`src/kfat_pkg.sv`:
```
// kfat_pkg: shared types, codes and helpers for the keyed face arrow table.
// Used by kfat_ram, keyed_face_arrow_table_top and the sim checker and testbench. No dependencies.
package kfat_pkg;

  localparam int FACES      = 6;
  localparam int KEY_W      = 8;
  localparam int CODE_W     = 4;
  localparam int ARROWS_W   = FACES * CODE_W;
  localparam int FACE_W     = 3;

  localparam logic [CODE_W-1:0]   NO_ARROW     = 4'hF;
  localparam logic [ARROWS_W-1:0] ALL_NO_ARROW = 24'hFFFFFF;

  typedef enum logic [1:0] {
    KIND_WR_ALL = 2'd0,
    KIND_WR_ONE = 2'd1,
    KIND_LOOKUP = 2'd2,
    KIND_CLEAR  = 2'd3
  } kind_t;

  typedef struct packed {
    logic [ARROWS_W-1:0] arrows;
    logic [KEY_W-1:0]    key;
  } entry_t;

  function automatic logic [CODE_W-1:0] get_code(input logic [ARROWS_W-1:0] word,
                                                  input logic [FACE_W-1:0]   face);
    logic [CODE_W-1:0] code;
    code = NO_ARROW;
    for (int i = 0; i < FACES; i++) begin
      if (face == FACE_W'(i)) begin
        code = word[i*CODE_W +: CODE_W];
      end
    end
    return code;
  endfunction

  function automatic logic [ARROWS_W-1:0] set_code(input logic [ARROWS_W-1:0] word,
                                                    input logic [FACE_W-1:0]   face,
                                                    input logic [CODE_W-1:0]   code);
    logic [ARROWS_W-1:0] res;
    res = word;
    for (int i = 0; i < FACES; i++) begin
      if (face == FACE_W'(i)) begin
        res[i*CODE_W +: CODE_W] = code;
      end
    end
    return res;
  endfunction

endpackage

```
`src/kfat_ram.sv`:
```
// kfat_ram: single-port-write, single-port-read entry memory, registered read.
// Depends on kfat_pkg for the entry type.
module kfat_ram #(
  parameter int DEPTH = 16,
  parameter int AW    = 4
) (
  input  logic                clk,
  input  logic [AW-1:0]       rd_addr,
  output kfat_pkg::entry_t    rd_data,
  input  logic                wr_en,
  input  logic [AW-1:0]       wr_addr,
  input  kfat_pkg::entry_t    wr_data
);
  import kfat_pkg::*;

  entry_t mem [DEPTH];
  entry_t rd_data_r;

  always_ff @(posedge clk) begin
    if (wr_en) begin
      mem[wr_addr] <= wr_data;
    end
    rd_data_r <= mem[rd_addr];
  end

  assign rd_data = rd_data_r;

endmodule

```
`src/keyed_face_arrow_table_top.sv`:
```
// keyed_face_arrow_table_top: associative table mapping cube IDs to six face arrow codes.
// Depends on kfat_pkg and kfat_ram.
//
// One command per transaction, one result per command. Entries live in a single
// memory with a registered read and are scanned one entry per cycle through its
// read port; a scan stops at the match or, on a miss, after the fill count of
// entries (at most CAPACITY); a clear skips the scan. A new command is accepted while
// the previous result still waits on the output. On a write with a new ID and the
// table full the command is dropped and flagged.
module keyed_face_arrow_table_top #(
  parameter int CAPACITY = 16
) (
  input  logic        clk,
  input  logic        rst_n,
  input  logic        in_tvalid,
  output logic        in_tready,
  // [7:0] cube_id, [10:8] face, [14:11] one_arrow, [38:15] all_arrows, [39] zero
  input  logic [39:0] in_tdata,
  // [1:0] kind
  input  logic [1:0]  in_tuser,
  output logic        out_tvalid,
  input  logic        out_tready,
  // [3:0] arrow_out, [4] hit, [5] dropped, [7:6] zero
  output logic [7:0]  out_tdata
);
  import kfat_pkg::*;

  localparam int IW = (CAPACITY > 1) ? $clog2(CAPACITY) : 1;
  localparam int CW = $clog2(CAPACITY + 1);
  localparam int SW = IW + 1;

  typedef enum logic [3:0] {
    ST_IDLE = 4'b0001,
    ST_SCAN = 4'b0010,
    ST_UPD  = 4'b0100,
    ST_RESP = 4'b1000
  } state_t;

  state_t              state_r, state_nxt;
  logic [CW-1:0]       count_r, count_nxt;
  logic [IW-1:0]       chk_r, chk_nxt;
  logic [IW-1:0]       idx_r, idx_nxt;
  logic                hit_r, hit_nxt;
  logic [ARROWS_W-1:0] word_r, word_nxt;
  kind_t               kind_r, kind_nxt;
  logic [KEY_W-1:0]    id_r, id_nxt;
  logic [FACE_W-1:0]   face_r, face_nxt;
  logic [CODE_W-1:0]   one_r, one_nxt;
  logic [ARROWS_W-1:0] all_r, all_nxt;
  logic [CODE_W-1:0]   res_arrow_r, res_arrow_nxt;
  logic                res_hit_r, res_hit_nxt;
  logic                res_drop_r, res_drop_nxt;
  logic                out_tvalid_r, out_tvalid_nxt;
  logic [7:0]          out_tdata_r, out_tdata_nxt;

  logic [SW-1:0]       chk_inc;
  logic [IW-1:0]       rd_addr;
  entry_t              rd_data;
  logic                wr_en;
  logic [IW-1:0]       wr_addr;
  entry_t              wr_data;
  logic                full;
  logic [IW-1:0]       tgt_idx;
  logic [ARROWS_W-1:0] base_word;

  kfat_ram #(
    .DEPTH (CAPACITY),
    .AW    (IW)
  ) u_ram (
    .clk     (clk),
    .rd_addr (rd_addr),
    .rd_data (rd_data),
    .wr_en   (wr_en),
    .wr_addr (wr_addr),
    .wr_data (wr_data)
  );

  assign chk_inc   = SW'(chk_r) + SW'(1);
  assign rd_addr   = (state_r == ST_IDLE) ? '0 : chk_inc[IW-1:0];
  assign full      = (count_r == CW'(CAPACITY));
  assign in_tready = (state_r == ST_IDLE);

  always_comb begin
    state_nxt      = state_r;
    count_nxt      = count_r;
    chk_nxt        = chk_r;
    idx_nxt        = idx_r;
    hit_nxt        = hit_r;
    word_nxt       = word_r;
    kind_nxt       = kind_r;
    id_nxt         = id_r;
    face_nxt       = face_r;
    one_nxt        = one_r;
    all_nxt        = all_r;
    res_arrow_nxt  = res_arrow_r;
    res_hit_nxt    = res_hit_r;
    res_drop_nxt   = res_drop_r;
    out_tvalid_nxt = out_tvalid_r & ~out_tready;
    out_tdata_nxt  = out_tdata_r;
    wr_en          = 1'b0;
    wr_addr        = idx_r;
    tgt_idx        = idx_r;
    base_word      = word_r;
    wr_data        = '{arrows: word_r, key: id_r};

    unique case (state_r)
      ST_IDLE: begin
        if (in_tvalid) begin
          kind_nxt = kind_t'(in_tuser);
          id_nxt   = in_tdata[7:0];
          face_nxt = in_tdata[10:8];
          one_nxt  = in_tdata[14:11];
          all_nxt  = in_tdata[38:15];
          chk_nxt  = '0;
          hit_nxt  = 1'b0;
          if (kind_t'(in_tuser) == KIND_CLEAR) begin
            count_nxt     = '0;
            res_arrow_nxt = NO_ARROW;
            res_hit_nxt   = 1'b0;
            res_drop_nxt  = 1'b0;
            state_nxt     = ST_RESP;
          end else if (count_r == '0) begin
            state_nxt = ST_UPD;
          end else begin
            state_nxt = ST_SCAN;
          end
        end
      end
      ST_SCAN: begin
        if (rd_data.key == id_r) begin
          hit_nxt   = 1'b1;
          idx_nxt   = chk_r;
          word_nxt  = rd_data.arrows;
          state_nxt = ST_UPD;
        end else if (chk_inc == SW'(count_r)) begin
          state_nxt = ST_UPD;
        end else begin
          chk_nxt = chk_inc[IW-1:0];
        end
      end
      ST_UPD: begin
        res_arrow_nxt = NO_ARROW;
        res_hit_nxt   = hit_r;
        res_drop_nxt  = 1'b0;
        if (kind_r == KIND_LOOKUP) begin
          if (hit_r) begin
            res_arrow_nxt = get_code(word_r, face_r);
          end
        end else begin
          if (!hit_r) begin
            if (full) begin
              res_drop_nxt = 1'b1;
            end else begin
              tgt_idx   = count_r[IW-1:0];
              base_word = ALL_NO_ARROW;
              count_nxt = count_r + CW'(1);
            end
          end
          if (hit_r || !full) begin
            wr_en   = 1'b1;
            wr_addr = tgt_idx;
            wr_data.key    = id_r;
            wr_data.arrows = (kind_r == KIND_WR_ALL) ? all_r
                                                     : set_code(base_word, face_r, one_r);
          end
        end
        state_nxt = ST_RESP;
      end
      ST_RESP: begin
        if (!out_tvalid_r || out_tready) begin
          out_tvalid_nxt = 1'b1;
          out_tdata_nxt  = {2'b00, res_drop_r, res_hit_r, res_arrow_r};
          state_nxt      = ST_IDLE;
        end
      end
      default: begin
        state_nxt = ST_IDLE;
      end
    endcase
  end

  always_ff @(posedge clk) begin
    if (!rst_n) begin
      state_r      <= ST_IDLE;
      count_r      <= '0;
      out_tvalid_r <= 1'b0;
    end else begin
      state_r      <= state_nxt;
      count_r      <= count_nxt;
      out_tvalid_r <= out_tvalid_nxt;
    end
  end

  always_ff @(posedge clk) begin
    chk_r       <= chk_nxt;
    idx_r       <= idx_nxt;
    hit_r       <= hit_nxt;
    word_r      <= word_nxt;
    kind_r      <= kind_nxt;
    id_r        <= id_nxt;
    face_r      <= face_nxt;
    one_r       <= one_nxt;
    all_r       <= all_nxt;
    res_arrow_r <= res_arrow_nxt;
    res_hit_r   <= res_hit_nxt;
    res_drop_r  <= res_drop_nxt;
    out_tdata_r <= out_tdata_nxt;
  end

  assign out_tvalid = out_tvalid_r;
  assign out_tdata  = out_tdata_r;

  a_count_bound: assert property (@(posedge clk) disable iff (!rst_n)
    SW'(count_r) <= SW'(CAPACITY))
    else $error("entry count above capacity");

  a_scan_in_range: assert property (@(posedge clk) disable iff (!rst_n)
    (state_r == ST_SCAN) |-> (SW'(chk_r) < SW'(count_r)))
    else $error("scan pointer beyond filled entries");

  a_drop_is_miss: assert property (@(posedge clk) disable iff (!rst_n)
    (state_r == ST_UPD && res_drop_nxt) |-> (!hit_r && full && !wr_en))
    else $error("drop without full table miss");

  a_accept_leaves_idle: assert property (@(posedge clk) disable iff (!rst_n)
    (in_tvalid && in_tready) |=> (state_r != ST_IDLE))
    else $error("accepted transaction not started");

endmodule

```
`config.mk`:
```
export PLATFORM = sky130hd
export DESIGN_NAME = keyed_face_arrow_table_top
export DESIGN_NICKNAME = d
export VERILOG_FILES = /design/src/kfat_pkg.sv /design/src/kfat_ram.sv /design/src/keyed_face_arrow_table_top.sv
export SDC_FILE = /design/constraint.sdc
export NUM_CORES = 1
export LEC_CHECK = 0
export BUFFER_PORTS_ARGS = -buffer_cell sky130_fd_sc_hd__buf_2
export CORE_MARGIN = 10
export CORE_UTILIZATION = 31
export CTS_BUF_LIST = sky130_fd_sc_hd__clkbuf_4
export DETAILED_ROUTE_END_ITERATION = 16
export PLACE_DENSITY = 0.44
export SETUP_SLACK_MARGIN = 0.5
export SYNTH_ARGS = -nofsm -noshare
export SYNTH_HDL_FRONTEND = slang
export SYNTH_SLANG_ARGS = --single-unit
```
`constraint.sdc`:
```
create_clock -name clk -period 5.7 [get_ports clk]
set_input_delay 0.57 -clock clk [delete_from_list [all_inputs] [get_ports clk]]
set_output_delay 0.57 -clock clk [all_outputs]
set_load 0.02 [all_outputs]
```
==> results of run 1 <==
## synthesized netlist by cell type (29+ instances only)
library cell and number:
mux4_2 29, o21ai_0 73, nor2_1 44, nand3b_1 34, o22ai_1 54, dfxtp_1 42, a21oi_1 117, a22oi_1 39
mux2i_1 115, clkbuf_1 72, nand2_1 106, edfxtp_1 598
## power groups by stage
stage / Clock (uW) / Sequential [uW] / Combinational (uW)
global placement: 0 / 5660 / 2200
finish: 4180 / 5560 / 2210
CTS: 4340 / 5570 / 2250
floorplan: 0 / 5560 / 1480
global route: 4600 / 5580 / 2410
detailed placement: 0 / 5660 / 2220
## worst register-to-register path: cells and delay by family, from the launching register on
| family | cells | cell delay, ns |
|---|---|---|
| AOI/OAI and AO/OA | 1 | 0.60 |
| DFF | 1 | 0.34 |
| buffers and inverters | 1 | 0.46 |
| and+or+nand+nor | 4 | 1.98 |
## through the flow
stage / area (um^2) / setup WS [ns] / power, uW / hold WS (ns)
final: 30100 / 1.919 / 11960 / 0.3012
after global routing: 30100 / 1.488 / 12590 / 0.2006
after CTS: 30100 / 1.773 / 12150 / 0.1419
after detailed placement: 27340 / 1.847 / 7878 / 0.3902
after global placement: 27340 / 1.947 / 7868 / 0.3896
after floorplan: 25560 / 1.247 / 7039 / 0.3855
## flip-flops by register name (all words and copies together), names as in the netlist, 3 cells and up
signal         flops
one_r              4
all_r             24
out_tdata          6
count_r            5
id_r               8
word_r            24
u_ram.mem        512
idx_r              4
u_ram.rd_data     32
state_r            4
res_arrow_r        4
face_r             3
chk_r              4
## area by class of cell
cell class	instances	share of cell area [%]
diodes	1	0.008313
repair buffers	158	3.999
multi-input cells	869	21.09
clock inverters	51	0.9352
inverters	24	0.3076
clock buffers	271	6.759
well taps	1070	4.448
flip-flops and latches	640	62.45
## final timing paths
check             cells past startpoint               end              start  slack, ns
setup / recovery                      6  u_ram.mem[15][7]         state_r[3]       1.92
hold / removal                        2          all_r[4]       in_tdata[19]       0.30
setup reg to reg                      6  u_ram.mem[15][7]         state_r[3]       1.92
hold reg to reg                       0         word_r[7]  u_ram.rd_data[15]       0.39
## metal layers
metal	vias up	routed length (um)	track usage, %
met5	-	0	0
met3	77	3686	3.443
met4	0	1111	4.539
li1	7039	-	-
met1	7768	33630	20.68
met2	438	33440	23.66
## what timing repair did
item                      4_1_cts  5_1_grt
hold buffers                   44        0
hold endpoints to repair       52        0
resized for setup               0        0
## cell families (layout without fill, tap and decap cells)
logic type               after synthesis  count (layout)
multiplexers                         157             157
buffers and inverters                133             504
other                                  1               3
flip-flops                           640             640
XOR/XNOR                              15              15
adder cells (fa/ha/maj)                3               3
AO/OA/AOI/OAI                        389             389
AND/OR/NAND/NOR                      303             303
==> metrics, run 1 <==
Setup Fix Bufs, Post-CTS 0; first-pass GRT wire length approximately 110000 um; largest net degree at the start of global routing 173; Final min period 3.781 ns; leak pwr about 0.01 uW; post-synthesis mux area share roughly 7.6%; Max Root-Sink Buffers 3; Skew-Pair Late Insertion Delay between 0.9 and 1 ns; die area 94310 um^2; CTS Buf Count ~180; number of synthesized flops with an enable pin 598; adder-cell share of the synthesized area 0.1469%; fin crit share 66.33%; Register Area ~19000 um^2; Pwr per Cell Area 397.2 nW/um^2; layout cells sized above 1 23.80%; vias 15.32k; post-synthesis sequential area ratio between 70% and 80%; total gr overflow 0; RSZ-0062 raised after global routing false; clock slew at reported path FFs roughly 0.06 ns; CP delay by family, top simple AND/OR/NAND/NOR gates; Synth Area in Compound Gates about a tenth; DRT Pass-1 Iters 5; FFs w/ async S/R, synth 0%; peak supply drop between 0.15 and 0.2 mV; combinational share of power a little under a fifth; initial core utilization 31.22%; Critical Path AT around 4.4 ns; crit path max fanout 18; DRT Wirelength 71870 um; GRT Resource Usage Total ~15%; max incr delay on CP 0.80 ns; syn_area_per_cell about 16 um^2; Ports 56; Worst Setup Start Kind flip-flop; row count 105; Worst path slowest cell nor2_4; commonest non-fill, non-tap cell in the layout edfxtp_1; Fin Clk Skew around 0.07 ns; post-synth top area cell edfxtp_1; Clock power frac a little over a third; worst min path class in -> reg; xor and xnor area share after synthesis less than 1%; DIE HEIGHT approximately 300 um; vias in the first global route about 16k; Fmax ~260 MHz; RePlAce Congestion 0.7550; Max-slew headroom about 11%; Placed Cells around 2.7k; CTS tree built; Final Hold Viols 0; area delta synth->final 17.80%; total of fill cells in the finished design 7842; FF+latch count, synth 640; Detailed Place HPWL 40070 um; most frequent cells in the layout 598 x edfxtp_1, 271 x clkbuf_4, 117 x a21oi_1; Simple-Gate Fraction of Synth Area 6.136%; core area 81850 um^2; root buffer cell clkbuf_4; top cell type's share of synthesized area a little over two thirds; Vias/cell 4.968; # clock sinks 640; Iter 0 DRT Violations around 1.1k; Syn Std Cell Area 25550 um^2; Die Wd ~310 um; # nets final roughly 1.9k; final setup TNS 0 ns; Area contributors post-synth edfxtp_1 70%, mux2i_1 4.5%, dfxtp_1 3.3%; number of routed nets with antenna violations 0; Synth Instances around 1.6k; fin util a little under two fifths; register share of total power between 40% and 50%; max-cap viol count 0; status finished clean; area of the multi-input gates about 6300 um^2; Setup violations, final 0; DR WL/cell around 23 um; switch share 29.66%; Slew Limit Fails 0; Syn. warnings 0; most used flip-flop cell after synthesis edfxtp_1; kind of critical path reg -> reg; H-tree depth 4; internal power roughly 8400 uW; Distinct cells, synth 64; WP data required between 6 and 7 ns; Remaining DRCs 0; critical path endpoint category flip-flop; I/O Buffers 52; Buffers & Inverters on Critical Path 1; antenna violations before repair 2; Non-Filler Instances about 3.1k; worst-path cell chain nor4b_2, nand2b_1, o32ai_1, nand2_1, nor2_4, buf_4; sw power about 3500 uW; main combinational cell family by area after synthesis compound AO/OA/AOI/OAI gates; Slew @ Worst Pin about 1.3 ns
Note: power is estimated with default switching activity, not from simulation.
==> run 2: changes to the inputs <==
==> constraint.sdc (replaced) <==
create_clock -name clk -period 3.6 [get_ports clk]
set_input_delay 0.36 -clock clk [delete_from_list [all_inputs] [get_ports clk]]
set_output_delay 0.36 -clock clk [all_outputs]
set_load 0.02 [all_outputs]
==> metrics, run 2 (synthesized netlist as in run 1, its figures left out) <==
status finished clean; H-tree depth 4; WP data required 4.39 ns; Slew Limit Fails 0; first-pass GRT wire length 106300 um; Die Wd roughly 310 um; Worst Setup Start Kind flip-flop; total gr overflow 0; total of fill cells in the finished design 7744; Register Area 18800 um^2; CTS Buf Count 170; CP Launch Point state_r[3]; Ports 56; RSZ-0062 raised after global routing true; DRT Pass-1 Iters 7; DRT Wirelength 73060 um; initial core utilization 31.22%; vias about 16k; Vias/cell about 5.0; Fin Clk Skew slightly above 0.07 ns; Remaining DRCs 0; crit path max fanout 16; largest register by flop count u_ram.mem; Worst path slowest cell or4b_1; number of routed nets with antenna violations 0; DIE HEIGHT just over 300 um; clock slew at reported path FFs 0.06 ns; Setup violations, final 0; CTS tree built; core area 81850 um^2; critical path endpoint category flip-flop; Final min period around 3.1 ns; commonest non-fill, non-tap cell in the layout edfxtp_1; final setup TNS 0 ns; worst min path class in -> reg; row count around 110; # clock sinks 640; RR Startpoint state_r[3]; Fmax around 320 MHz; I/O Buffers 52; peak supply drop ~0.31 mV; max-cap viol count 0; Max Root-Sink Buffers 3; largest net degree at the start of global routing around 160; RePlAce Congestion approximately 0.8; Iter 0 DRT Violations 1290; DR WL/cell around 23 um; fin crit share a little under nine tenths; Placed Cells 2744; Skew-Pair Late Insertion Delay between 1 and 1.5 ns; hold_sp in_tdata[4]; vias in the first global route 15.95k; Non-Filler Instances between 3k and 4k; Slew @ Worst Pin 0.9324 ns; Detailed Place HPWL 40770 um; area delta synth->final 21.52%; Max-slew headroom between 30% and 40%; worst-path cell chain or4b_1, nor2_1, nand2_1, a21oi_1, a2bb2oi_1, buf_4; leak pwr ~0.010 uW; dpl cell area around 28000 um^2; max incr delay on CP approximately 0.66 ns; GRT Resource Usage Total ~15%; layout cells sized above 1 between 20% and 30%; most frequent cells in the layout 598 x edfxtp_1, 276 x clkbuf_4, 117 x a21oi_1; # nets final 1981; design area between 30000 and 40000 um^2; die area between 90000 and 100000 um^2; Critical Path AT roughly 3.9 ns; number of flip-flops in the largest register 512; kind of critical path reg -> reg; Final Hold Viols 0; Pwr per Cell Area about 600 nW/um^2; root buffer cell clkbuf_4; antenna violations before repair 5; Tot Pwr around 19000 uW; area of the multi-input gates about 6400 um^2
run 2: cell types whose count changed in the layout (fill, tap and decap cells not counted), sizes merged:
cell / delta
clkinvlp: -3
clkinv: -15
clkbuf: +7
diode: +5
buf: +30
dlygate4sd3: +37
inv: +1
run 2: report_power, final:
part	switching, uW	internal (uW)
registers	274	8540
clock network	3030	3610
logic	2350	1340
run 2: per-layer routing:
metal | up-vias | routed length (um) | GRT usage [%] | part of all wire (%)
met4 | 0 | 1466 | 5.934 | 2.0
li1 | 7152 | - | - | -
met3 | 118 | 3742 | 2.879 | 5.1
met2 | 473 | 33450 | 23.28 | 46
met5 | - | 0 | 0 | 0
met1 | 7895 | 34400 | 21.51 | 47
run 2: path summary, 6_finish.rpt:
check	endpoint	slack [ns]	cells after the start
hold reg to reg	word_r[19]	0.37	0
hold / removal	id_r[4]	0.11	2
setup reg to reg	u_ram.mem[11][22]	0.51	6
setup / recovery	u_ram.mem[11][22]	0.51	6
run 2: per-stage QoR:
stage | hold WS, ns | setup WS, ns | util (%)
after floorplan | 0.3855 | 0.1478 | -
after global placement | 0.3929 | 0.4640 | 33.97
after detailed placement | 0.3887 | 0.3321 | 33.97
after CTS | 0.01038 | 0.4073 | 37.80
after global routing | 0.04538 | 0.4536 | 37.94
final | 0.1105 | 0.5103 | 37.94
run 2: critical path: cells and delay by family, from the launching register on:
family,cells,cell delay (ns)
AOI/OAI and AO/OA,2,0.84
DFF,1,0.35
and+or+nand+nor,3,1.37
buffers and inverters,1,0.33
run 2: timing repair:
item                                    in CTS  in global routing
cloned                                       0                  2
buffers inserted                             0                  3
gates resized for setup                      7                  6
hold endpoints to repair                    75                  0
hold buffers                                81                  0
pin swaps                                    0                  2
endpoints found under the setup margin     115                363
run 2: layout make-up:
class | count | area share [%]
Tap cell | 1070 | 4.312
Clock inverter | 34 | 0.7092
Multi-Input combinational cell | 869 | 20.70
Antenna cell | 6 | 0.04836
Sequential cell | 640 | 60.54
Timing Repair Buffer | 227 | 6.705
Clock buffer | 276 | 6.673
Inverter | 24 | 0.3103
